==> config.mk <==
export PLATFORM = sky130hd
export DESIGN_NAME = ttf_queue
export DESIGN_NICKNAME = d
export VERILOG_FILES = /design/src/design/ttf_pkg.sv /design/src/design/ttf_queue.sv
export SDC_FILE = /design/constraint.sdc
export NUM_CORES = 1
export LEC_CHECK = 0
export BUFFER_PORTS_ARGS = -buffer_cell sky130_fd_sc_hd__buf_2
export CAP_MARGIN = 20
export CELL_PAD_IN_SITES_DETAIL_PLACEMENT = 0
export CELL_PAD_IN_SITES_GLOBAL_PLACEMENT = 2
export CORE_ASPECT_RATIO = 0.8
export CORE_MARGIN = 2
export CORE_UTILIZATION = 41
export CTS_BUF_LIST = sky130_fd_sc_hd__clkbuf_4 sky130_fd_sc_hd__clkbuf_8
export CTS_CLUSTER_DIAMETER = 120
export DETAILED_ROUTE_END_ITERATION = 16
export PLACE_DENSITY = 0.93
export SYNTH_ARGS = -nofsm -noshare
export SYNTH_HDL_FRONTEND = slang
export SYNTH_SLANG_ARGS = --single-unit
==> constraint.sdc <==
create_clock -name aclk -period 20 [get_ports aclk]
set_input_delay 2 -clock aclk [delete_from_list [all_inputs] [get_ports aclk]]
set_output_delay 2 -clock aclk [all_outputs]
set_load 0.1 [all_outputs]
==> src/design/ttf_pkg.sv <==
// Shared widths, constants and types of the triangle tangent frame unit.
// Used by every module of the block; depends on nothing else.
`default_nettype none

package ttf_pkg;

    localparam int FRAC_BITS   = 16;
    localparam int POS_W       = 32;
    localparam int DIFF_W      = POS_W + 1;
    localparam int PROD_W      = 2 * DIFF_W;
    localparam int NUM_W       = PROD_W + 1;
    localparam int QUO_W       = POS_W + 1;
    localparam int NSH_W       = NUM_W + FRAC_BITS;
    localparam int HI_W        = NSH_W - QUO_W;
    localparam int CNT_W       = $clog2(QUO_W + 1);
    localparam int QUEUE_DEPTH = 2;
    localparam int QPTR_W      = $clog2(QUEUE_DEPTH);
    localparam int IN_FIELDS   = 5;
    localparam int OUT_VECS    = 6;
    localparam int SLOT_W      = $clog2(OUT_VECS);
    localparam int IN_W        = IN_FIELDS * POS_W;
    localparam int OUT_W       = OUT_VECS * POS_W;
    localparam int USER_W      = 2;
    localparam int USER_DEGEN  = 0;
    localparam int USER_SAT    = 1;

    localparam logic signed [DIFF_W-1:0] ONE_FLIP = DIFF_W'(1) << FRAC_BITS;
    localparam logic [POS_W-1:0] SAT_POS = {1'b0, {(POS_W-1){1'b1}}};
    localparam logic [POS_W-1:0] SAT_NEG = {1'b1, {(POS_W-1){1'b0}}};

    typedef logic signed [DIFF_W-1:0] diff_t;
    typedef logic signed [PROD_W-1:0] prod_t;
    typedef logic signed [NUM_W-1:0]  num_t;

    typedef struct packed {
        diff_t [2:0] d1;
        diff_t [2:0] d2;
        diff_t       u1u;
        diff_t       u1v;
        diff_t       u2u;
        diff_t       u2v;
    } tri_t;

    typedef struct packed {
        logic start;
        num_t num;
        num_t den;
    } div_req_t;

    typedef struct packed {
        logic             done;
        logic [POS_W-1:0] value;
        logic             sat;
    } div_rsp_t;

endpackage

`default_nettype wire

==> src/design/ttf_queue.sv <==
// Short triangle queue between the vertex front end and the solver back end.
// Depends on ttf_pkg for the triangle record and the queue depth.
`default_nettype none

module ttf_queue (
    input  wire logic    aclk,
    input  wire logic    aresetn,
    input  wire logic    push,
    input  wire ttf_pkg::tri_t push_data,
    output logic         full,
    input  wire logic    pop,
    output ttf_pkg::tri_t pop_data,
    output logic         empty
);

    ttf_pkg::tri_t mem_reg [ttf_pkg::QUEUE_DEPTH];

    logic [ttf_pkg::QPTR_W-1:0] wr_ptr_reg, wr_ptr_next;
    logic [ttf_pkg::QPTR_W-1:0] rd_ptr_reg, rd_ptr_next;
    logic [ttf_pkg::QPTR_W:0]   count_reg, count_next;
    logic                       do_push, do_pop;

    assign full     = (count_reg == (ttf_pkg::QPTR_W+1)'(ttf_pkg::QUEUE_DEPTH));
    assign empty    = (count_reg == '0);
    assign do_push  = push && !full;
    assign do_pop   = pop && !empty;
    assign pop_data = mem_reg[rd_ptr_reg];

    always_comb begin
        wr_ptr_next = wr_ptr_reg;
        rd_ptr_next = rd_ptr_reg;
        count_next  = count_reg;
        if (do_push) begin
            wr_ptr_next = wr_ptr_reg + ttf_pkg::QPTR_W'(1);
        end
        if (do_pop) begin
            rd_ptr_next = rd_ptr_reg + ttf_pkg::QPTR_W'(1);
        end
        if (do_push && !do_pop) begin
            count_next = count_reg + (ttf_pkg::QPTR_W+1)'(1);
        end else if (do_pop && !do_push) begin
            count_next = count_reg - (ttf_pkg::QPTR_W+1)'(1);
        end
    end

    always_ff @(posedge aclk) begin
        if (!aresetn) begin
            wr_ptr_reg <= '0;
            rd_ptr_reg <= '0;
            count_reg  <= '0;
        end else begin
            wr_ptr_reg <= wr_ptr_next;
            rd_ptr_reg <= rd_ptr_next;
            count_reg  <= count_next;
        end
        if (do_push) begin
            mem_reg[wr_ptr_reg] <= push_data;
        end
    end

endmodule

`default_nettype wire

# Word level (Yosys, flattened, before mapping)
# Memory sizes are Yosys's and may differ from the RTL's. A register that Yosys moved wholly into a read port is not among the register bits.
# Cells that the tools add are included.
# Widths: inputs -> output; s select.
[word_totals]
inputBits = 334
register_bits = 4
ram_bits = 660
out_inout_bits = 332
memories = 1
wordCells = 25
[memory_table]
columns = ["memory", "words", "width", "read_ports", "rd_clocked_by_memory_dff", "wr", "line", "source"]
rows = [
  ["mem_reg", 2, 330, 1, 1, 1, "ttf_queue.sv:16", "ttf_pkg::tri_t mem_reg [ttf_pkg::QUEUE_DEPTH];"],
]
[op_classes]
n_mux = 6
addsub = 4
eq_ne = 1
reduce_logical = 10
[ops]
columns = ["operator", "count"]
rows = [
  ["$logic_and 1x1->1", 4],
  ["$logic_not 1->1", 4],
  ["$mux 1", 4],
  ["$mux 2", 2],
  ["$add 1x1->1 const B", 2],
  ["$add 2x1->2 const B", 1],
  ["$eq 2x2->1 const B", 1],
  ["$logic_not 2->1", 1],
  ["$reduce_bool 2->1", 1],
  ["$sub 2x1->2 const B", 1],
]

# Depth between registers and ports, before layout
[depth]
word_depth = 7
mapped_depth = 7
depth_no_buf = 7

# Worst setup path after synthesis
# No wires, ideal clock.
[synth_timing]
path_type = "in2reg"
startpoint = "input push"
endpoint = "register wr_ptr_reg"
n_path_buf = 0
slack_ns = 4.298
stages = 3
arrival_time_ns = 15.586
setup_time_ns = 0.116
required_ns = 19.884
cell_sequence = "inv_1 -> nor3_2 -> o21a_1"
[synth_between]
elab_chain_cells = 1
[synth_rtl]
columns = ["item", "line", "source"]
rows = [
  ["start: declaration", "ttf_queue.sv:8", "input wire logic push,"],
  ["$logic_and 1x1->1", "ttf_queue.sv:25", "assign do_push = push && !full;"],
  ["end signal: assignment", "ttf_queue.sv:52", "wr_ptr_reg <= wr_ptr_next;"],
  ["end: declaration", "ttf_queue.sv:18", "logic [ttf_pkg::QPTR_W-1:0] wr_ptr_reg, wr_ptr_next;"],
]
# Every way passes these cells.
# A chain may end at the register's enable or synchronous reset.

==> results_dict.tcl <==
set metrics [dict create \
    grtUsageTotal 0.164 \
    wire_per_inst_um 20.5 \
    dieArea_mm2 0.0644 \
    hpwl_um 39100 \
    layout_setup_ws_ns 13.79 \
    hp-class "register to register" \
    htree_levels 3 \
    drc 0 \
    final_max_slew_viol_count 0 \
    fin_crit_ns 6.21 \
    grt_pass1_wl_um 79500 \
    synth_top_area_cell "edfxtp_1" \
    drtPass1Iterations 5 \
    netlist_top_cells_area "edfxtp_1 (77%), mux2_4 (18%), buf_12 (2.6%)" \
    worstPathRequired_ns 18.00 \
    synthToLayoutAreaGrowth_pct 22.3 \
    finalSetupViolations 0 \
    wirelength_um 55700 \
    run_status "finished clean" \
    maxCapViolCount 0 \
    synth_top_area_share 0.775 \
    met2_usage 0.283 \
    cts_buffers 99 \
    use_met3 0.0621 \
    yosysUniqueCellTypes 22 \
    rsz0062_at_grt "no" \
    crit_arrival_ns 4.21 \
    grt_pass1_vias 13000 \
    ys_ff_latch 665 \
    yosysWarnings 0 \
    grt_start_max_net_pins 168 \
    finalNetCount 2128 \
    yosysSeqAreaShare 0.779 \
    cts_tree "built" \
    ant_nets 0 \
    drive_above_1_share 0.618 \
    period_share 0.311 \
    start_util 0.417 \
    startpoint_type "register" \
    largest_register_ffs 660 \
    worst_slew_pin_slew_ns 1.17 \
    finClkSkew_ns 0.0322 \
    place_ws_ns 14.45 \
    clk_latency_ns 0.66 \
    multi_input_area_mm2 0.00498 \
    io_pins 666 \
    gr-max-usage-layer "met2" \
    antenna_found_initial 17 \
    worst-path-max-fanout 58 \
    ctsHoldBuffers 0 \
    clockBufferDepth 3 \
    seqCellArea_mm2 0.0199 \
    synthAdderAreaFrac 0.000489 \
    row_count 81 \
    path_clk_slew_ns 0.06 \
    gp_congestion 0.824 \
    cp-end-kind "output pin" \
    cts_setup_buffers 0 \
    cts_sinks 665 \
    drt_iter0_drc 742 \
    hold_viol 0 \
    synth.area.mux_share 0.189 \
    nFillCells 5000 \
    io_buffers 665 \
    syn_area_mm2 0.0256 \
    synth_compound_area_frac 0.00127 \
    fp.coreArea_mm2 0.0614 \
    netlist_instances 1052 \
    vias 12600 \
    max_freq_mhz 161 \
    fin_tns_setup_ns 0 \
    die_w_um 283 \
    root_buffer "clkbuf_8" \
    grt_overflow 0 \
    die_h_um 227 \
    synthSimpleGateAreaFrac 0.00215 \
    via_per_inst 4.67 \
    synth_nets 1387 \
    criticalPathCategory "register to output pin" \
    synth_xor_area_frac 0.00103 \
    synth_top_family_by_area "multiplexers" \
    slew-limit-headroom 0.217 \
    syn_area_per_cell_um2 24.3 \
    cts.repair.resized 0 \
    grtUsageMet1 0.187 \
]
kinds of logic (layout without fill, tap and decap cells):
| group | count (synthesis) | after routing |
|---|---|---|
| AOI/OAI and AO/OA | 5 | 5 |
| adders and majority gates | 1 | 1 |
| muxes | 330 | 330 |
| other | 0 | 8 |
| buffers and inverters | 39 | 858 |
| DFF | 665 | 665 |
| and+or+nand+nor | 9 | 9 |
| xor gates and xnor gates | 3 | 3 |
Yosys cell counts:
library cell    n
a21boi_0        1
a21boi_1        1
and2_1          3
and3_1          1
buf_12         33
buf_2           3
buf_6           1
dfxtp_1         5
edfxtp_1      660
ha_1            1
inv_1           2
mux2_2         30
mux2_4        300
nand2b_1        1
nor2_1          2
nor3_2          1
o21a_1          1
o21ai_0         1
o21ai_1         1
or3_1           1
xnor2_1         2
xor2_1          1
metrics by stage:
stage / hold slack [ns] / utilization / area [um^2] / cells
4_1_cts: 0.557 / 0.509 / 31300 / 2701
2_1_floorplan: 0.483 / - / 25600 / 1052
6_report: 0.544 / 0.509 / 31300 / 2709
3_3_place_gp: 0.496 / 0.479 / 29400 / 2522
5_1_grt: 0.591 / 0.509 / 31300 / 2708
3_5_place_dp: 0.548 / 0.479 / 29400 / 2522
routing by layer:
metal  vias to the layer above  wire length, um
li1                       5719                -
met1                      6292            20800
met2                       515            28700
met3                       104             4680
met4                        16             1340
met5                         -              107
cells in the final DEF, fill, tap and decap left out, drive strengths merged, types with 3 or more instances in the layout:
| cell type | netlist | final |
|---|---|---|
| diode | 0 | 8 |
| dfxtp | 5 | 5 |
| clkinv | 0 | 45 |
| clkbuf | 0 | 130 |
| buf | 37 | 677 |
| mux2 | 330 | 330 |
| edfxtp | 660 | 660 |
| inv | 2 | 3 |
| and2 | 3 | 3 |
layout make-up:
cell class	instances	area share
Timing Repair Buffer	677	0.110
Sequential cell	665	0.637
Antenna cell	8	0.000640
Inverter	2	0.000240
Tap cell	830	0.0332
Clock buffer	130	0.0512
Clock inverter	49	0.00876
Multi-Input combinational cell	348	0.159
worst max-delay path: stages, from the launching register on:
cell     delay [ns]
dfxtp_4        0.92
buf_4          0.81
buf_4          0.90
mux2_4         0.30
buf_2          0.42
path summary, 6_finish.rpt:
kind	cells after the start	slack [ns]	end	start
setup / recovery	4	13.79	pop_data[50]	register
setup reg to reg	4	16.30	mem_reg[1][134]	count_reg[0]
hold / removal	2	0.54	count_reg[1]	count_reg[1]
hold reg to reg	2	0.54	count_reg[1]	count_reg[1]
Power is left out: the tool's default activity adds up to more than one toggle a clock period on the data nets, which glitch-free logic cannot reach.
