--- src/design/ttf_pkg.sv ---
// Shared widths, constants and types of the triangle tangent frame unit.
// Used by every module of the block; depends on nothing else.
`default_nettype none

package ttf_pkg;

    localparam int FRAC_BITS   = 16;
    localparam int POS_W       = 32;
    localparam int DIFF_W      = POS_W + 1;
    localparam int PROD_W      = 2 * DIFF_W;
    localparam int NUM_W       = PROD_W + 1;
    localparam int QUO_W       = POS_W + 1;
    localparam int NSH_W       = NUM_W + FRAC_BITS;
    localparam int HI_W        = NSH_W - QUO_W;
    localparam int CNT_W       = $clog2(QUO_W + 1);
    localparam int QUEUE_DEPTH = 2;
    localparam int QPTR_W      = $clog2(QUEUE_DEPTH);
    localparam int IN_FIELDS   = 5;
    localparam int OUT_VECS    = 6;
    localparam int SLOT_W      = $clog2(OUT_VECS);
    localparam int IN_W        = IN_FIELDS * POS_W;
    localparam int OUT_W       = OUT_VECS * POS_W;
    localparam int USER_W      = 2;
    localparam int USER_DEGEN  = 0;
    localparam int USER_SAT    = 1;

    localparam logic signed [DIFF_W-1:0] ONE_FLIP = DIFF_W'(1) << FRAC_BITS;
    localparam logic [POS_W-1:0] SAT_POS = {1'b0, {(POS_W-1){1'b1}}};
    localparam logic [POS_W-1:0] SAT_NEG = {1'b1, {(POS_W-1){1'b0}}};

    typedef logic signed [DIFF_W-1:0] diff_t;
    typedef logic signed [PROD_W-1:0] prod_t;
    typedef logic signed [NUM_W-1:0]  num_t;

    typedef struct packed {
        diff_t [2:0] d1;
        diff_t [2:0] d2;
        diff_t       u1u;
        diff_t       u1v;
        diff_t       u2u;
        diff_t       u2v;
    } tri_t;

    typedef struct packed {
        logic start;
        num_t num;
        num_t den;
    } div_req_t;

    typedef struct packed {
        logic             done;
        logic [POS_W-1:0] value;
        logic             sat;
    } div_rsp_t;

endpackage

`default_nettype wire

--- src/design/ttf_div.sv ---
// Bit-serial restoring divider: signed numerator scaled by the fraction bits over
// a signed determinant, truncated toward zero and saturated. Depends on ttf_pkg.
`default_nettype none

module ttf_div (
    input  wire logic      aclk,
    input  wire logic      aresetn,
    input  wire ttf_pkg::div_req_t req,
    output ttf_pkg::div_rsp_t rsp
);

    typedef enum logic [1:0] {
        D_IDLE  = 2'd0,
        D_CHECK = 2'd1,
        D_RUN   = 2'd2,
        D_FIN   = 2'd3
    } dstate_t;

    dstate_t state_reg, state_next;

    logic [ttf_pkg::NUM_W-1:0] nabs_reg, nabs_next;
    logic [ttf_pkg::NUM_W-1:0] dabs_reg, dabs_next;
    logic [ttf_pkg::NUM_W-1:0] rem_reg, rem_next;
    logic [ttf_pkg::QUO_W-1:0] quo_reg, quo_next;
    logic [ttf_pkg::CNT_W-1:0] cnt_reg, cnt_next;
    logic                      neg_reg, neg_next;
    logic                      ovf_reg, ovf_next;

    logic [ttf_pkg::NSH_W-1:0] nsh;
    logic [ttf_pkg::NUM_W-1:0] hi_ext;
    logic [ttf_pkg::NUM_W:0]   trial, trial_diff;
    logic                      sat_pos, sat_neg;

    always_comb begin
        nsh        = {nabs_reg, ttf_pkg::FRAC_BITS'(0)};
        hi_ext     = ttf_pkg::NUM_W'(nsh[ttf_pkg::NSH_W-1:ttf_pkg::QUO_W]);
        trial      = {rem_reg, quo_reg[ttf_pkg::QUO_W-1]};
        trial_diff = trial - {1'b0, dabs_reg};
    end

    always_comb begin
        state_next = state_reg;
        nabs_next  = nabs_reg;
        dabs_next  = dabs_reg;
        rem_next   = rem_reg;
        quo_next   = quo_reg;
        cnt_next   = cnt_reg;
        neg_next   = neg_reg;
        ovf_next   = ovf_reg;
        case (state_reg)
            D_IDLE: begin
                if (req.start) begin
                    nabs_next  = req.num[ttf_pkg::NUM_W-1] ? ~req.num + 1'b1 : req.num;
                    dabs_next  = req.den[ttf_pkg::NUM_W-1] ? ~req.den + 1'b1 : req.den;
                    neg_next   = req.num[ttf_pkg::NUM_W-1] ^ req.den[ttf_pkg::NUM_W-1];
                    state_next = D_CHECK;
                end
            end
            D_CHECK: begin
                // A high part at or above the divisor means the quotient needs more
                // bits than the result can ever hold.
                if (hi_ext >= dabs_reg) begin
                    ovf_next   = 1'b1;
                    state_next = D_FIN;
                end else begin
                    ovf_next   = 1'b0;
                    rem_next   = hi_ext;
                    quo_next   = nsh[ttf_pkg::QUO_W-1:0];
                    cnt_next   = ttf_pkg::CNT_W'(ttf_pkg::QUO_W);
                    state_next = D_RUN;
                end
            end
            D_RUN: begin
                if (trial >= {1'b0, dabs_reg}) begin
                    rem_next = trial_diff[ttf_pkg::NUM_W-1:0];
                    quo_next = {quo_reg[ttf_pkg::QUO_W-2:0], 1'b1};
                end else begin
                    rem_next = trial[ttf_pkg::NUM_W-1:0];
                    quo_next = {quo_reg[ttf_pkg::QUO_W-2:0], 1'b0};
                end
                cnt_next = cnt_reg - ttf_pkg::CNT_W'(1);
                if (cnt_reg == ttf_pkg::CNT_W'(1)) begin
                    state_next = D_FIN;
                end
            end
            D_FIN: begin
                state_next = D_IDLE;
            end
            default: begin
                state_next = D_IDLE;
            end
        endcase
    end

    always_comb begin
        sat_pos = ovf_reg || quo_reg[ttf_pkg::POS_W] || quo_reg[ttf_pkg::POS_W-1];
        sat_neg = ovf_reg || quo_reg[ttf_pkg::POS_W] ||
                  (quo_reg[ttf_pkg::POS_W-1] && (|quo_reg[ttf_pkg::POS_W-2:0]));
        rsp.done = (state_reg == D_FIN);
        if (neg_reg) begin
            rsp.sat   = sat_neg;
            rsp.value = sat_neg ? ttf_pkg::SAT_NEG
                                : ~quo_reg[ttf_pkg::POS_W-1:0] + ttf_pkg::POS_W'(1);
        end else begin
            rsp.sat   = sat_pos;
            rsp.value = sat_pos ? ttf_pkg::SAT_POS : quo_reg[ttf_pkg::POS_W-1:0];
        end
    end

    always_ff @(posedge aclk) begin
        if (!aresetn) begin
            state_reg <= D_IDLE;
        end else begin
            state_reg <= state_next;
        end
        nabs_reg <= nabs_next;
        dabs_reg <= dabs_next;
        rem_reg  <= rem_next;
        quo_reg  <= quo_next;
        cnt_reg  <= cnt_next;
        neg_reg  <= neg_next;
        ovf_reg  <= ovf_next;
    end

endmodule

`default_nettype wire

--- config.mk ---
export PLATFORM = sky130hd
export DESIGN_NAME = ttf_div
export DESIGN_NICKNAME = d
export VERILOG_FILES = /design/src/design/ttf_pkg.sv /design/src/design/ttf_div.sv
export SDC_FILE = /design/constraint.sdc
export NUM_CORES = 1
export LEC_CHECK = 0
export BUFFER_PORTS_ARGS = -buffer_cell sky130_fd_sc_hd__buf_4
export CORE_MARGIN = 1.5
export CORE_UTILIZATION = 53
export CTS_BUF_LIST = sky130_fd_sc_hd__clkbuf_4
export DETAILED_ROUTE_END_ITERATION = 8
export PLACE_DENSITY = 0.83
export SYNTH_ARGS = -nofsm -noshare
export SYNTH_HDL_FRONTEND = slang
export SYNTH_SLANG_ARGS = --single-unit
--- constraint.sdc ---
create_clock -name aclk -period 12.1 [get_ports aclk]
set_clock_uncertainty 0.15 [all_clocks]
set_input_delay 1.21 -clock aclk [delete_from_list [all_inputs] [get_ports aclk]]
set_output_delay 1.21 -clock aclk [all_outputs]
set_load 0.01 [all_outputs]
# ---- Word level (Yosys, flattened, before mapping)
# Index checks and enable logic that the tools add are counted.
dict set report word_totals {
  ff_bits 244
  elab_cells 56
  out_inout_bits 34
  input_bits 137
}
dict set report op_classes {
  reduce_logical 10
  n_lt_le_gt_ge 2
  bitwise 4
  n_addsub 5
  eq_ne 7
  mux 18
}
# cell count
set ops {}
lappend ops {{67-bit by 1-bit adder with 67-bit output, second input constant} 2}
lappend ops {{67-bit two-way mux} 2}
lappend ops {{67-bit NOT} 2}
lappend ops {{67-bit case mux with 2 select lines} 1}
lappend ops {{66-bit two-way mux} 2}
lappend ops {{68-bit by 67-bit greater-or-equal comparator with 1-bit output} 1}
lappend ops {{50-bit by 67-bit greater-or-equal comparator with 1-bit output} 1}
lappend ops {{67-bit subtractor} 1}
lappend ops {{33-bit two-way mux} 2}
lappend ops {{33-bit case mux with 2 select lines} 1}
lappend ops {{32-bit two-way mux} 2}
lappend ops {{32-bit by 1-bit adder with 32-bit output, second input constant} 1}
lappend ops {{32-bit NOT} 1}
lappend ops {{31-bit OR reduction} 1}
lappend ops {{6-bit case mux with 2 select lines} 1}
lappend ops {{2-bit case mux with 4 select lines} 1}
lappend ops {{6-bit by 1-bit == test with 1-bit output, second input constant} 1}
lappend ops {{6-bit two-way mux} 1}
lappend ops {{2-bit != test, second input constant} 3}
lappend ops {{2-bit AND reduction} 3}
lappend ops {{6-bit by 1-bit subtractor with 6-bit output, second input constant} 1}
lappend ops {{2-bit == test, second input constant} 2}
lappend ops {{2-bit two-way mux} 2}
lappend ops {{1-bit logical OR} 3}
lappend ops {{other kinds (6)} 8}

# ---- Depth between registers and ports, before layout
dict set report logic_depth {
  word_depth 5
  mapped_depth 15
  ltp_nobuf 13
}

# ---- Least setup slack after synthesis
# No wires, ideal clock.
dict set report synth_path {
  path_kind {register to register}
  startpoint {register nabs_reg[61] (netlist name)}
  endpoint {register cnt_reg[0] (netlist name), enable pin}
  setup_time_ns 0.733
  path_stages_with_launch 12
  n_path_buf 0
  required_ns 11.217
  t_arrival_ns 9.795
  slack_ns 1.422
  synth_period_minus_slack_ns 10.678
  path_cell_list {edfxtp_1 > ha_1 > a21o_1 > a21o_1 > a21o_1 > a21o_1 > a21o_1 > a21oi_1 > inv_1 > o41ai_1 > inv_1 > a21boi_0}
}
dict set report synth_via {
  elab_chain_cells 3
}
# element line
set synth_rtl {}
lappend synth_rtl {{from (decl)} ttf_div.sv:21} ;# logic [ttf_pkg::NUM_W-1:0] nabs_reg, nabs_next;
lappend synth_rtl {{from (signal assigned)} ttf_div.sv:116} ;# nabs_reg <= nabs_next;
lappend synth_rtl {{50-bit by 67-bit greater-or-equal comparator with 1-bit output} ttf_div.sv:62} ;# if (hi_ext >= dabs_reg) begin
lappend synth_rtl {{2-bit != test (no line)} --}
lappend synth_rtl {{2-bit AND reduction (no line)} --}
lappend synth_rtl {{to (signal assigned)} ttf_div.sv:120} ;# cnt_reg <= cnt_next;
lappend synth_rtl {{to (decl)} ttf_div.sv:25} ;# logic [ttf_pkg::CNT_W-1:0] cnt_reg, cnt_next;
# Every way passes these cells.
# A chain may end at the register's enable or synchronous reset.

==> metrics.md <==
| Metric | Value |
|---|---|
| Outcome | `complete, no violations` |
| Top-area cell type share of the netlist area | `39.6%` |
| Final hold violations | `0` |
| P_leak | `0.00838 uW` |
| Sw power | `2550 uW` |
| Layout cells sized above 1 | `14.9%` |
| Grt met1 use | `36.4%` |
| Global Route Usage Sum | `27.7%` |
| Ys async rst share | `0%` |
| Finished Cell Area | `20800 um2` |
| Fin crit share | `53.8%` |
| Switching Fraction | `46.3%` |
| Crit path DAT | `5.15 ns` |
| Final min period | `6.51 ns` |
| Core area | `33800 um2` |
| Mapped Cells | `1985` |
| Maximum clock path buffer count | `3` |
| Via density | `6.15` |
| Most used routing layer | `met2` |
| PostCTS Resize Cnt | `0` |
| DRT iter0 DRCs | `1230` |
| Clock share of power | `13.7%` |
| CTS tree | `done` |
| Area growth syn-to-layout | `13.4%` |
| Netlist cell types | `73` |
| Crit path required time | `10.74 ns` |
| Pre-CTS setup slack | `6.43 ns` |
| Combinational group share of total power | `56.2%` |
| Htree depth | `3` |
| Worst hold path type | `flip-flop to flip-flop` |
| M3 GR Usage | `3.84%` |
| CP Capture Type | `output port` |
| Initial antenna violation count | `2` |
| Total CTS buffers | `67` |
| Number of flops mapped to enable cells by yosys | `242` |
| Post-CTS Setup Inserts | `0` |
| Crit path launch type | `flip-flop` |
| Nets | `2418` |
| Die Y | `189 um` |
| Largest net degree at the start of global routing | `83` |
| Vias | `16281` |
| Post-Syn Area | `18300 um2` |
| Global Route met2 Usage | `46.0%` |
| Grt total ovfl | `0` |
| Clock latency on the worst-skew pair | `0.71 ns` |
| Worst slew pin tran | `1.05 ns` |
| First-pass GRT wire length | `79900 um` |
| Synth Net Count | `2250` |
| Die area | `35700 um2` |
| Hold Slack | `0.353 ns` |
| Detail Placement HPWL | `37400 um` |
| Top post-synthesis cells by area | `edfxtp_1 40%, ha_1 8.7%, xnor2_1 7.2%, nand2_1 4.9%, o21ai_0 3.6%` |
| Pwr dens | `265 nW/um2` |
| DR DRC count | `0` |
| Setup slack after layout | `5.59 ns` |
| Int Pwr | `2960 uW` |
| FF+latch count, synth | `244` |
| Drt wl/cell | `18.8 um` |
| RSZ-0062 raised after global routing | `false` |
| DR pass1 iterations | `6` |
| Final setup vio count | `0` |
| Post-Route WL | `49900 um` |
| Yosys warnings | `0` |
| Most used cell, CP | `nand3_1` |
| Crit path cell chain | `inv_1, ha_1, nor3b_1, nand3_1, nor4_1, and3_1, nand3_1, o41ai_2, and2_0, nand2_1, o311ai_0, buf_4` |
| Routability cong. | `0.963` |
| Total negative setup slack | `0 ns` |
| Power Total | `5510 uW` |
| Die X | `189 um` |
| Setup Crit Path Kind | `flip-flop to output port` |
| Port buffer count | `170` |
| Seq pwr share | `30.2%` |
| Routed Antenna Nets | `0` |
| Post-Syn Area per Cell | `9.24 um2` |
| Seq/Total Area, Yosys | `39.8%` |
| Worst VDD drop | `163 uV` |
| Maximum fanout along the worst path | `24` |
| Clock Sinks | `244` |
| # hold bufs at CTS | `0` |
| Synth area leader | `edfxtp_1` |
| Top_reg_cell synth | `edfxtp_1` |
| Crit path largest cell delay | `0.62 ns` |
| Initial Utilization | `54.3%` |
| Row count | `67` |
| Vias in the first global route | `15890` |
| Io pins | `171` |
| Placed inst area | `20000 um2` |
| Pins Over Slew Limit | `0` |
| Relative slew slack | `29.0%` |
| Critical Path Slowest Stage Cell | `o41ai_2` |
| Max-cap violation count | `0` |
| Filler cell count | `2839` |
| Root buf cell | `clkbuf_4` |
| Clock transition at path regs | `0.06 ns` |
| Max Freq | `0.154 GHz` |
power groups by stage:
| stage | combinational [uW] | sequential, uW | clock [uW] |
|---|---|---|---|
| 6_report | 3090 | 1660 | 754 |
| 5_1_grt | 3410 | 1690 | 811 |
| 4_1_cts | 3040 | 1650 | 769 |
| 3_5_place_dp | 3020 | 1670 | 0 |
| 3_3_place_gp | 2950 | 1650 | 0 |
| 2_1_floorplan | 2250 | 1670 | 0 |
synth_stat cells, drive strengths merged, types with 19 or more instances:
| cell type | count |
|---|---|
| or3 | 48 |
| nor4 | 19 |
| o41ai | 23 |
| o311ai | 29 |
| xor2 | 36 |
| o21ai | 133 |
| ha | 127 |
| nand4 | 26 |
| xnor2 | 150 |
| a31oi | 62 |
| nor2 | 122 |
| or4 | 24 |
| inv | 120 |
| clkbuf | 70 |
| a21o | 68 |
| a21oi | 111 |
| and2 | 25 |
| o31ai | 36 |
| nor3 | 37 |
| nand3 | 44 |
| edfxtp | 242 |
| nand2 | 241 |
routing by layer:
layer | vias to the layer above | wire length, um
li1 | 7750 | -
met1 | 7692 | 21200
met2 | 716 | 23500
met3 | 123 | 3530
met4 | 0 | 1660
met5 | - | 0
area by class of cell:
| cell class | instances | area (um2) | area share [%] |
|---|---|---|---|
| multi-input cells | 1543 | 10300 | 49.6 |
| repair buffers | 177 | 1330 | 6.38 |
| flip-flops and latches | 244 | 7310 | 35.1 |
| clock inverters | 26 | 179 | 0.860 |
| inverters | 120 | 450 | 2.16 |
| well taps | 448 | 561 | 2.69 |
| diodes | 2 | 5.00 | 0.0240 |
| clock buffers | 89 | 668 | 3.21 |
final timing paths:
path / from / to / cells after the start / slack (ns)
setup / recovery: quo_reg[0] / rsp[25] / 12 / 5.59
hold / removal: nabs_reg[0] / quo_reg[16] / 1 / 0.35
setup reg to reg: nabs_reg[61] / rem_reg[58] / 13 / 7.36
hold reg to reg: nabs_reg[0] / quo_reg[16] / 1 / 0.35
worst max-delay path: cells and delay by family, from the launching register on:
kind,cells,cell delay (ns)
buf+inv,2,0.33
flops,1,0.39
fa+ha+maj,1,0.22
compound gates,2,1.21
simple gates,7,2.31
stage by stage:
| step | cells | utilization [%] |
|---|---|---|
| floorplan | 1985 | - |
| global placement | 2532 | 59.1 |
| detailed placement | 2532 | 59.1 |
| CTS | 2647 | 61.6 |
| global route | 2648 | 61.6 |
| finish | 2649 | 61.6 |
cell usage in the layout, fill, tap and decap left out, types with 8 or more instances in the layout:
| cell type | count |
|---|---|
| o21ai_0 | 132 |
| inv_1 | 120 |
| xnor2_1 | 150 |
| nor2_1 | 122 |
| nand2b_1 | 18 |
| clkinv_1 | 14 |
| o311ai_0 | 29 |
| clkbuf_4 | 89 |
| nor3_1 | 35 |
| o21a_1 | 9 |
| and2_1 | 22 |
| and3_1 | 18 |
| nand3_1 | 43 |
| a21o_1 | 68 |
| o31ai_1 | 36 |
| o41ai_1 | 21 |
| nor4_1 | 19 |
| nand2_1 | 240 |
| or3_1 | 39 |
| nand3b_1 | 8 |
| edfxtp_1 | 242 |
| ha_1 | 126 |
| buf_4 | 177 |
| a31oi_1 | 62 |
| xor2_1 | 36 |
| o21bai_1 | 14 |
| or4_1 | 21 |
| or2_2 | 8 |
| nand4_1 | 26 |
| a21oi_1 | 111 |
| mux2_2 | 17 |
logic make-up (layout without fill, tap and decap cells):
logic type | after synthesis | after routing | share of synthesized area (%)
and+or+nand+nor | 663 | 663 | 17.8
AOI/OAI and AO/OA | 544 | 544 | 19.3
DFF | 244 | 244 | 39.8
buffers and inverters | 198 | 412 | 4.11
xor gates and xnor gates | 186 | 186 | 8.88
adders and majority gates | 128 | 128 | 8.77
muxes | 22 | 22 | 1.32
other | 0 | 2 | 0
(Power assumes the default switching activity.)
