$ cat src/design/ttf_pkg.sv
// Shared widths, constants and types of the triangle tangent frame unit.
// Used by every module of the block; depends on nothing else.
`default_nettype none

package ttf_pkg;

    localparam int FRAC_BITS   = 16;
    localparam int POS_W       = 32;
    localparam int DIFF_W      = POS_W + 1;
    localparam int PROD_W      = 2 * DIFF_W;
    localparam int NUM_W       = PROD_W + 1;
    localparam int QUO_W       = POS_W + 1;
    localparam int NSH_W       = NUM_W + FRAC_BITS;
    localparam int HI_W        = NSH_W - QUO_W;
    localparam int CNT_W       = $clog2(QUO_W + 1);
    localparam int QUEUE_DEPTH = 2;
    localparam int QPTR_W      = $clog2(QUEUE_DEPTH);
    localparam int IN_FIELDS   = 5;
    localparam int OUT_VECS    = 6;
    localparam int SLOT_W      = $clog2(OUT_VECS);
    localparam int IN_W        = IN_FIELDS * POS_W;
    localparam int OUT_W       = OUT_VECS * POS_W;
    localparam int USER_W      = 2;
    localparam int USER_DEGEN  = 0;
    localparam int USER_SAT    = 1;

    localparam logic signed [DIFF_W-1:0] ONE_FLIP = DIFF_W'(1) << FRAC_BITS;
    localparam logic [POS_W-1:0] SAT_POS = {1'b0, {(POS_W-1){1'b1}}};
    localparam logic [POS_W-1:0] SAT_NEG = {1'b1, {(POS_W-1){1'b0}}};

    typedef logic signed [DIFF_W-1:0] diff_t;
    typedef logic signed [PROD_W-1:0] prod_t;
    typedef logic signed [NUM_W-1:0]  num_t;

    typedef struct packed {
        diff_t [2:0] d1;
        diff_t [2:0] d2;
        diff_t       u1u;
        diff_t       u1v;
        diff_t       u2u;
        diff_t       u2v;
    } tri_t;

    typedef struct packed {
        logic start;
        num_t num;
        num_t den;
    } div_req_t;

    typedef struct packed {
        logic             done;
        logic [POS_W-1:0] value;
        logic             sat;
    } div_rsp_t;

endpackage

`default_nettype wire

$ cat src/design/ttf_back.sv
// Triangle solver: one shared multiplier forms the determinant and the six
// numerators, the divider turns them into the frame. Depends on ttf_pkg.
`default_nettype none

module ttf_back (
    input  wire logic                         aclk,
    input  wire logic                         aresetn,
    input  wire logic                         q_empty,
    input  wire ttf_pkg::tri_t                q_data,
    output logic                              q_pop,
    output ttf_pkg::div_req_t                 div_req,
    input  wire ttf_pkg::div_rsp_t            div_rsp,
    output logic                              m_tvalid,
    input  wire logic                         m_tready,
    // tangent_x, tangent_y, tangent_z, bitan_x, bitan_y, bitan_z from the lowest bit up
    output logic [ttf_pkg::OUT_W-1:0]         m_tdata,
    // degenerate, saturated from the lowest bit up
    output logic [ttf_pkg::USER_W-1:0]        m_tuser
);

    typedef enum logic [2:0] {
        ST_IDLE     = 3'd0,
        ST_MUL_A    = 3'd1,
        ST_MUL_B    = 3'd2,
        ST_SUB      = 3'd3,
        ST_DET      = 3'd4,
        ST_DIV_GO   = 3'd5,
        ST_DIV_WAIT = 3'd6,
        ST_OUT      = 3'd7
    } state_t;

    localparam logic [2:0] PAIR_DET  = 3'd0;
    localparam logic [2:0] PAIR_LAST = 3'd6;

    state_t state_reg, state_next;

    ttf_pkg::tri_t tri_reg, tri_next;
    logic [2:0]    pair_reg, pair_next;
    ttf_pkg::prod_t prod_a_reg, prod_a_next;
    ttf_pkg::prod_t prod_b_reg, prod_b_next;
    ttf_pkg::num_t num_reg, num_next;
    ttf_pkg::num_t det_reg, det_next;
    logic [ttf_pkg::POS_W-1:0] res_reg [ttf_pkg::OUT_VECS];
    logic [ttf_pkg::POS_W-1:0] res_next [ttf_pkg::OUT_VECS];
    logic          degen_reg, degen_next;
    logic          sat_reg, sat_next;

    ttf_pkg::diff_t mul_x, mul_y;
    ttf_pkg::prod_t prod;
    logic [ttf_pkg::SLOT_W-1:0] slot;
    logic           second;

    assign second = (state_reg == ST_MUL_B);

    // Operand pairs: determinant, then tangent and bitangent numerators per axis.
    always_comb begin
        mul_x = tri_reg.u1u;
        mul_y = tri_reg.u2v;
        slot  = ttf_pkg::SLOT_W'(0);
        case (pair_reg)
            3'd1: begin
                mul_x = second ? tri_reg.d2[0] : tri_reg.d1[0];
                mul_y = second ? tri_reg.u1v : tri_reg.u2v;
                slot  = ttf_pkg::SLOT_W'(0);
            end
            3'd2: begin
                mul_x = second ? tri_reg.d1[0] : tri_reg.d2[0];
                mul_y = second ? tri_reg.u2u : tri_reg.u1u;
                slot  = ttf_pkg::SLOT_W'(3);
            end
            3'd3: begin
                mul_x = second ? tri_reg.d2[1] : tri_reg.d1[1];
                mul_y = second ? tri_reg.u1v : tri_reg.u2v;
                slot  = ttf_pkg::SLOT_W'(1);
            end
            3'd4: begin
                mul_x = second ? tri_reg.d1[1] : tri_reg.d2[1];
                mul_y = second ? tri_reg.u2u : tri_reg.u1u;
                slot  = ttf_pkg::SLOT_W'(4);
            end
            3'd5: begin
                mul_x = second ? tri_reg.d2[2] : tri_reg.d1[2];
                mul_y = second ? tri_reg.u1v : tri_reg.u2v;
                slot  = ttf_pkg::SLOT_W'(2);
            end
            3'd6: begin
                mul_x = second ? tri_reg.d1[2] : tri_reg.d2[2];
                mul_y = second ? tri_reg.u2u : tri_reg.u1u;
                slot  = ttf_pkg::SLOT_W'(5);
            end
            default: begin
                mul_x = second ? tri_reg.u1v : tri_reg.u1u;
                mul_y = second ? tri_reg.u2u : tri_reg.u2v;
            end
        endcase
    end

    assign prod = mul_x * mul_y;

    always_comb begin
        state_next  = state_reg;
        tri_next    = tri_reg;
        pair_next   = pair_reg;
        prod_a_next = prod_a_reg;
        prod_b_next = prod_b_reg;
        num_next    = num_reg;
        det_next    = det_reg;
        degen_next  = degen_reg;
        sat_next    = sat_reg;
        for (int k = 0; k < ttf_pkg::OUT_VECS; k++) begin
            res_next[k] = res_reg[k];
        end
        q_pop = 1'b0;
        case (state_reg)
            ST_IDLE: begin
                if (!q_empty) begin
                    q_pop      = 1'b1;
                    tri_next   = q_data;
                    pair_next  = PAIR_DET;
                    state_next = ST_MUL_A;
                end
            end
            ST_MUL_A: begin
                prod_a_next = prod;
                state_next  = ST_MUL_B;
            end
            ST_MUL_B: begin
                prod_b_next = prod;
                state_next  = ST_SUB;
            end
            ST_SUB: begin
                num_next   = ttf_pkg::NUM_W'(prod_a_reg) - ttf_pkg::NUM_W'(prod_b_reg);
                state_next = (pair_reg == PAIR_DET) ? ST_DET : ST_DIV_GO;
            end
            ST_DET: begin
                det_next = num_reg;
                sat_next = 1'b0;
                if (num_reg == '0) begin
                    degen_next = 1'b1;
                    for (int k = 0; k < ttf_pkg::OUT_VECS; k++) begin
                        res_next[k] = '0;
                    end
                    state_next = ST_OUT;
                end else begin
                    degen_next = 1'b0;
                    pair_next  = pair_reg + 3'd1;
                    state_next = ST_MUL_A;
                end
            end
            ST_DIV_GO: begin
                state_next = ST_DIV_WAIT;
            end
            ST_DIV_WAIT: begin
                if (div_rsp.done) begin
                    res_next[slot] = div_rsp.value;
                    sat_next       = sat_reg | div_rsp.sat;
                    if (pair_reg == PAIR_LAST) begin
                        state_next = ST_OUT;
                    end else begin
                        pair_next  = pair_reg + 3'd1;
                        state_next = ST_MUL_A;
                    end
                end
            end
            ST_OUT: begin
                if (m_tready) begin
                    state_next = ST_IDLE;
                end
            end
            default: begin
                state_next = ST_IDLE;
            end
        endcase
    end

    always_comb begin
        div_req.start = (state_reg == ST_DIV_GO);
        div_req.num   = num_reg;
        div_req.den   = det_reg;
    end

    assign m_tvalid = (state_reg == ST_OUT);

    always_comb begin
        for (int k = 0; k < ttf_pkg::OUT_VECS; k++) begin
            m_tdata[k*ttf_pkg::POS_W +: ttf_pkg::POS_W] = res_reg[k];
        end
        m_tuser[ttf_pkg::USER_DEGEN] = degen_reg;
        m_tuser[ttf_pkg::USER_SAT]   = sat_reg;
    end

    always_ff @(posedge aclk) begin
        if (!aresetn) begin
            state_reg <= ST_IDLE;
        end else begin
            state_reg <= state_next;
        end
        tri_reg    <= tri_next;
        pair_reg   <= pair_next;
        prod_a_reg <= prod_a_next;
        prod_b_reg <= prod_b_next;
        num_reg    <= num_next;
        det_reg    <= det_next;
        degen_reg  <= degen_next;
        sat_reg    <= sat_next;
        for (int k = 0; k < ttf_pkg::OUT_VECS; k++) begin
            res_reg[k] <= res_next[k];
        end
    end

endmodule

`default_nettype wire

$ cat config.mk
export PLATFORM = sky130hd
export DESIGN_NAME = ttf_back
export DESIGN_NICKNAME = d
export VERILOG_FILES = /design/src/design/ttf_pkg.sv /design/src/design/ttf_back.sv
export SDC_FILE = /design/constraint.sdc
export NUM_CORES = 2
export LEC_CHECK = 0
export ABC_AREA = 1
export BUFFER_PORTS_ARGS = -buffer_cell sky130_fd_sc_hd__buf_2
export CORE_MARGIN = 2
export CORE_UTILIZATION = 28
export CTS_BUF_LIST = sky130_fd_sc_hd__clkbuf_2
export DETAILED_ROUTE_END_ITERATION = 10
export HOLD_SLACK_MARGIN = 0.1
export PLACE_DENSITY = 0.46
export SLEW_MARGIN = 20
export SYNTH_ARGS = -nofsm -noshare
export SYNTH_HDL_FRONTEND = slang
export SYNTH_SLANG_ARGS = --single-unit
export TNS_END_PERCENT = 50
$ cat constraint.sdc
create_clock -name aclk -period 36 [get_ports aclk]
set_clock_uncertainty 0.1 [all_clocks]
set_input_delay 5.4 -clock aclk [delete_from_list [all_inputs] [get_ports aclk]]
set_output_delay 5.4 -clock aclk [all_outputs]
set_load 0.02 [all_outputs]
---- Yosys cells after proc, flatten, opt, wreduce, memory -nomap -nowiden ----
Memories as Yosys holds them, arrays and structs flattened.
Cells that the tools add are included.
cells by class
  add/subtract/negate cells ............... 2
  $mul .................................... 1
  order comparisons ....................... 2
  equal/unequal tests ..................... 18
  mux-type cells .......................... 36
  bitwise operators ....................... 3
  reduce and logical (&&, ||, !) cells .... 12
operator list
  cell                number
  $mux 192            2
  $pmux 192 s2        1
  $mux 33             10
  $pmux 33 s6         1
  $bwmux 192          1
  $demux 32 s3        1
  $logic_not 67->1    1
  $sub 66x66->67      1
  $mul 33x33->66      1
  $pmux 33 s2         1
  $mux 32             1
  $mux 3              9
  $pmux 3 s8          1
  $eq 3x3->1 const B  7
  $pmux 3 s5          1
  $eq 3x2->1 const B  4
  $pmux 3 s3          1
  $ne 2x2->1 const B  4
  $eq 3x1->1 const B  2
  $logic_not 3->1     2
  $reduce_or 3->1     2
  $mux 1              5
  $reduce_and 5->1    1
  $ge 4x4->1 const B  1
  other kinds (12)    13
word-level totals
  register bits ........................... 604
  RAM bits ................................ 192
  output and inout port bits .............. 331
  word-level logic and storage cells ...... 93
  memories ................................ 1
memory list
  name     words  width  read ports  clocked after memory_dff  write ports  RTL line        text
  res_reg  6      32     6           0                         6            ttf_back.sv:43  logic [ttf_pkg::POS_W-1:0] res_reg [ttf_pkg::OUT_VECS];

---- Longest topological paths before layout ----
  word-level depth ........................ 10
  mapped depth ............................ 43
  gate-level depth less buffers ........... 40

---- Least setup slack after synthesis ----
Ideal clock, no wire load.
  path kind ............................... input port to output port
  start point ............................. input q_empty
  end point ............................... output q_pop
  arrival ................................. 19,179 ps
  required time ........................... 30,500 ps
  slack ................................... 11,321 ps
  stages on the path ...................... 1
  path buffers ............................ 0
  cell sequence ........................... nor2_1
between the ends
  word-level cells in the longest chain between the ends .. 2
ends and longest elaborated chain
  item                RTL line         text
  start: declaration  ttf_back.sv:8    input wire logic q_empty,
  $mux 1              ttf_back.sv:116  if (!q_empty) begin
  $mux 1              ttf_back.sv:114  case (state_reg)
  end: declaration    ttf_back.sv:10   output logic q_pop,
Every way passes these cells.

---- Worst setup path after layout ----
  start point ............................. register pair_reg[0]
  end point ............................... register prod_b_reg[56], data pin
between the ends
  word-level cells in the longest chain between the ends .. 4
  elaborated cells between the ends (all ways) .. 11
  those cells by class .................... mul: 1; eq/ne: 6; mux: 2; reduce/logical: 2
ends and longest elaborated chain
  item                                      RTL line         text
  start: declaration                        ttf_back.sv:38   logic [2:0] pair_reg, pair_next;
  start signal: assignment                  ttf_back.sv:199  pair_reg <= pair_next;
  $eq 3x3->1, or another cell as far along  ttf_back.sv:60   case (pair_reg)
  $reduce_or 3->1 (no source line)          -
  $pmux 33 s2                               ttf_back.sv:60
  $mul 33x33->66 *                          ttf_back.sv:98   assign prod = mul_x * mul_y;
  named net prod[56]                        ttf_back.sv:49   ttf_pkg::prod_t prod;
  end signal: assignment                    ttf_back.sv:201  prod_b_reg <= prod_b_next;
  end: declaration                          ttf_back.sv:40   ttf_pkg::prod_t prod_b_reg, prod_b_next;
Mark *: on every way through the listed nets, which the timed path passes. The rest lies on a longest branch.
A chain may end at the register's enable or synchronous reset.

==> results_tabular.tex <==
\begin{tabular}{lr}
\hline
Metric & Value \\
\hline
\multicolumn{2}{l}{\textbf{GRT}} \\
\quad Met2 track utilization from global routing & 0.355 \\
\quad Largest net degree at the start of global routing & a little under 200 \\
\quad Combined global-route utilization of all metal layers & 0.216 \\
\quad Residual overflow from global routing & 0 \\
\quad Met1 layer usage reported by global route & 0.280 \\
\quad GR met3 Demand/Resource & 0.0399 \\
\quad Number of global-route vias before repair & 66.3k \\
\quad Wire length of the first global-routing pass & $\sim$450000 µm \\
\quad Most Crowded Layer GR & met2 \\
\quad Number of antenna violations at the first check in global routing & 32 \\
\multicolumn{2}{l}{\textbf{Synthesis}} \\
\quad Async set-or-reset flop fraction in the synthesized netlist & 0 \\
\quad Largest cells by area after synthesis & sky130\_fd\_sc\_hd\_\_edfxtp\_1, sky130\_fd\_sc\_hd\_\_fa\_1, sky130\_fd\_sc\_hd\_\_inv\_1 \\
\quad Dominant synthesized flop cell & sky130\_fd\_sc\_hd\_\_edfxtp\_1 \\
\quad Total nets after synthesis & around 11k \\
\quad Share of Yosys cell area claimed by the top area cell type & 0.306 \\
\quad Portion of the post-synthesis area used by sequential elements & 0.307 \\
\quad Post-Synthesis Cells & 8708 \\
\quad Number of different library cells in the post-synthesis netlist & 46 \\
\quad Post-Syn Area per Cell & between 8 and 9 µm² \\
\quad Number of register bits inferred by synthesis & just under 800 \\
\quad Count of flip-flops with a built-in enable after synthesis & $\sim$800 \\
\quad Cell type contributing the most total cell area after synthesis & sky130\_fd\_sc\_hd\_\_edfxtp\_1 \\
\quad Number of synthesis warnings & 0 \\
\quad Netlist area before placement & around 80000 µm² \\
\multicolumn{2}{l}{\textbf{Clock tree}} \\
\quad Count of clock tree sinks & between 700 and 800 \\
\quad Clock tree from TritonCTS & yes \\
\quad Post-CTS Hold Fix Bufs & 0 \\
\quad Count of cells resized by post-cts repair & 0 \\
\quad Cts bufs inserted & 220 \\
\quad Clock network latency to the later pin of the worst-skew pair & between 1.5 and 2 ns \\
\quad Worst-case clock buffer depth & 4 \\
\quad H-tree levels & 4 \\
\quad Buffer type at the clock tree root & sky130\_fd\_sc\_hd\_\_clkbuf\_2 \\
\quad CTS clock-pin slew for the worst setup and hold paths & $\sim$0.11 ns \\
\quad Number of setup buffers added after CTS & 0 \\
\multicolumn{2}{l}{\textbf{Floorplanning}} \\
\quad X dimension of the die & between 500 and 600 µm \\
\quad Vert. Die Dim & 531 µm \\
\quad Number of core rows & slightly below 200 \\
\quad Top-level port count & between 600 and 700 \\
\quad Die outline area & 282000 µm² \\
\quad Core area & around 280000 µm² \\
\quad Effective utilization at floorplan & 0.281 \\
\multicolumn{2}{l}{\textbf{STA}} \\
\quad Time the final worst path needs with I/O delays and setup & $\sim$13 ns \\
\quad Total Negative Setup Slacks & 0 ns \\
\quad Max transition margin & 0.253 \\
\quad FMAX & roughly 76 MHz \\
\quad Final Hold Slack & around 0.32 ns \\
\quad Final setup viols & 0 \\
\quad Actual transition at the worst max-transition pin & 1.12 ns \\
\quad RSZ-0062 raised after global routing & no \\
\quad Portion of the clock cycle consumed by the worst path in the final layout & 0.363 \\
\quad Max-slew violation count & 0 \\
\quad Hold violation count in the final report & 0 \\
\multicolumn{2}{l}{\textbf{Critical path}} \\
\quad Reg-to-reg critical path startpoint & pair\_reg[0]\$\_SDFFCE\_PP0P\_ \\
\quad Most prevalent standard cell on the critical path & sky130\_fd\_sc\_hd\_\_fa\_1 \\
\quad Number of cells traversed by the worst register-to-register path & 34 \\
\quad Reg-to-Reg End & prod\_b\_reg[56]\$\_DFFE\_PN\_ \\
\quad Worst path slowest cell & sky130\_fd\_sc\_hd\_\_nor2\_4 \\
\quad Worst Path Class, Setup & flip-flop to flip-flop \\
\quad Largest fanout of any net on the critical path & 35 \\
\quad CP endpoint & prod\_b\_reg[56]\$\_DFFE\_PN\_ \\
\quad Critical Path RT & $\sim$37 ns \\
\quad Timing startpoint of the critical path & pair\_reg[0]\$\_SDFFCE\_PP0P\_ \\
\quad Crit path DAT & roughly 14 ns \\
\quad Worst reg-to-reg setup slack & about 23 ns \\
\quad Startpoint class of the critical path & flip-flop \\
\quad CP endpoint kind & flip-flop \\
\quad Crit path largest cell delay & around 0.89 ns \\
\multicolumn{2}{l}{\textbf{Routing}} \\
\quad Starting DRT DRC Count & 5109 \\
\quad DRT antenna net count & 0 \\
\quad WL/cell & between 20 and 25 µm \\
\quad Drt total wl & slightly above 300000 µm \\
\quad DR vias/cell & around 4.8 \\
\quad Total number of vias & 63.4k \\
\quad Post-route DRC violation count & 0 \\
\quad Number of detailed-route iterations in the first pass & 6 \\
\multicolumn{2}{l}{\textbf{Placement}} \\
\quad Count of port buffers added during placement & approximately 700 \\
\quad Half-perimeter wire length after placement & 238000 µm \\
\quad RD Place Congestion & $\sim$0.94 \\
\quad DP Area & 85400 µm² \\
\multicolumn{2}{l}{\textbf{Worst hold path}} \\
\quad Cell depth of the worst min-delay path & 0 \\
\quad Type of the most critical hold path & flip-flop to flip-flop \\
\multicolumn{2}{l}{\textbf{Cells and area}} \\
\quad Largest register FFs & 330 \\
\quad Area growth from synthesis to final layout & 12.5\% \\
\quad Finished Cell Area & approximately 88000 µm² \\
\quad Final net count & between 10k and 15k \\
\quad Share of final-layout standard cells stronger than drive strength 1 & 0.134 \\
\multicolumn{2}{l}{\textbf{Flow run}} \\
\quad \# Max-Cap Violations & 0 \\
\multicolumn{2}{l}{\textbf{Status}} \\
\quad Outcome & finished, final reports clean \\
\hline
\end{tabular}
-- synthesized netlist by cell type (all sizes together), types with 5 or more instances --
master / instances
inv: 1863
nand2: 1698
nor2: 1157
fa: 1146
edfxtp: 793
o21ai: 391
a21oi: 365
nand3: 299
ha: 289
buf: 194
clkbuf: 109
xor2: 70
or2: 65
o22ai: 56
nand4: 53
o21bai: 38
nor3: 26
and3: 17
o221ai: 15
o211ai: 12
nor4: 9
xnor2: 9
o2111ai: 8
a221oi: 5
clkinv: 5
-- cell families after synthesis --
group / share of synthesized area
flip-flops: 0.307
buffers and inverters: 0.108
AND/OR/NAND/NOR: 0.173
adder cells (fa/ha/maj): 0.342
XOR/XNOR: 0.00890
AO/OA/AOI/OAI: 0.0619
-- placed cells by master (no fill, tap or decap), drive strengths merged, types with 292 or more instances in the layout --
| cell | instances |
|---|---|
| clkbuf | 292 |
| a21oi | 365 |
| nor2 | 1157 |
| nand2 | 1698 |
| o21ai | 391 |
| buf | 805 |
| fa | 1146 |
| nand3 | 299 |
| edfxtp | 793 |
| inv | 1870 |
-- critical path: cells and delay by family (launching register included) --
family,cells,cell delay (ns)
simple gates,14,4.97
fa+ha+maj,10,4.96
buf+inv,10,2.37
flops,1,0.44
-- metrics by stage --
stage	utilization	std cells	worst slack (ns)
floorplan	-	8708	11.32
global placement	0.309	12914	22.91
CTS	0.317	13287	23.01
global route	0.317	13299	22.32
detailed placement	0.309	12914	22.84
finish	0.317	13305	22.92
-- routing by layer --
metal,vias up,part of all wire
met1,31739,0.42
met4,6,0.042
met2,2747,0.47
li1,28320,-
met3,582,0.075
met5,-,0.00014
-- how the worst min path moves through the flow --
stage,from,end,slack [ns]
3_5_place_dp,num_reg[37]$_DFFE_PP_,det_reg[37]$_DFFE_PN_,0.37
6_report,num_reg[27]$_DFFE_PP_,det_reg[27]$_DFFE_PN_,0.32
3_3_place_gp,num_reg[45]$_DFFE_PP_,det_reg[45]$_DFFE_PN_,0.38
2_1_floorplan,state_reg[0]$_SDFFE_PN0P_,state_reg[0]$_SDFFE_PN0P_,0.43
4_1_cts,num_reg[27]$_DFFE_PP_,det_reg[27]$_DFFE_PN_,0.28
5_1_grt,num_reg[26]$_DFFE_PP_,det_reg[26]$_DFFE_PN_,0.31
-- layout make-up --
cell class / instances / area, µm²
well taps: 3705 / 4640
clock inverters: 81 / 543
inverters: 1868 / 7020
repair buffers: 805 / 4350
multi-input cells: 5741 / 45600
flip-flops and latches: 796 / 23900
fillers: 29656 / 189000
diodes: 17 / 42.5
clock buffers: 292 / 1460
Power is left out: the tool's default activity adds up to more than one toggle a clock period on the data nets, which glitch-free logic cannot reach.
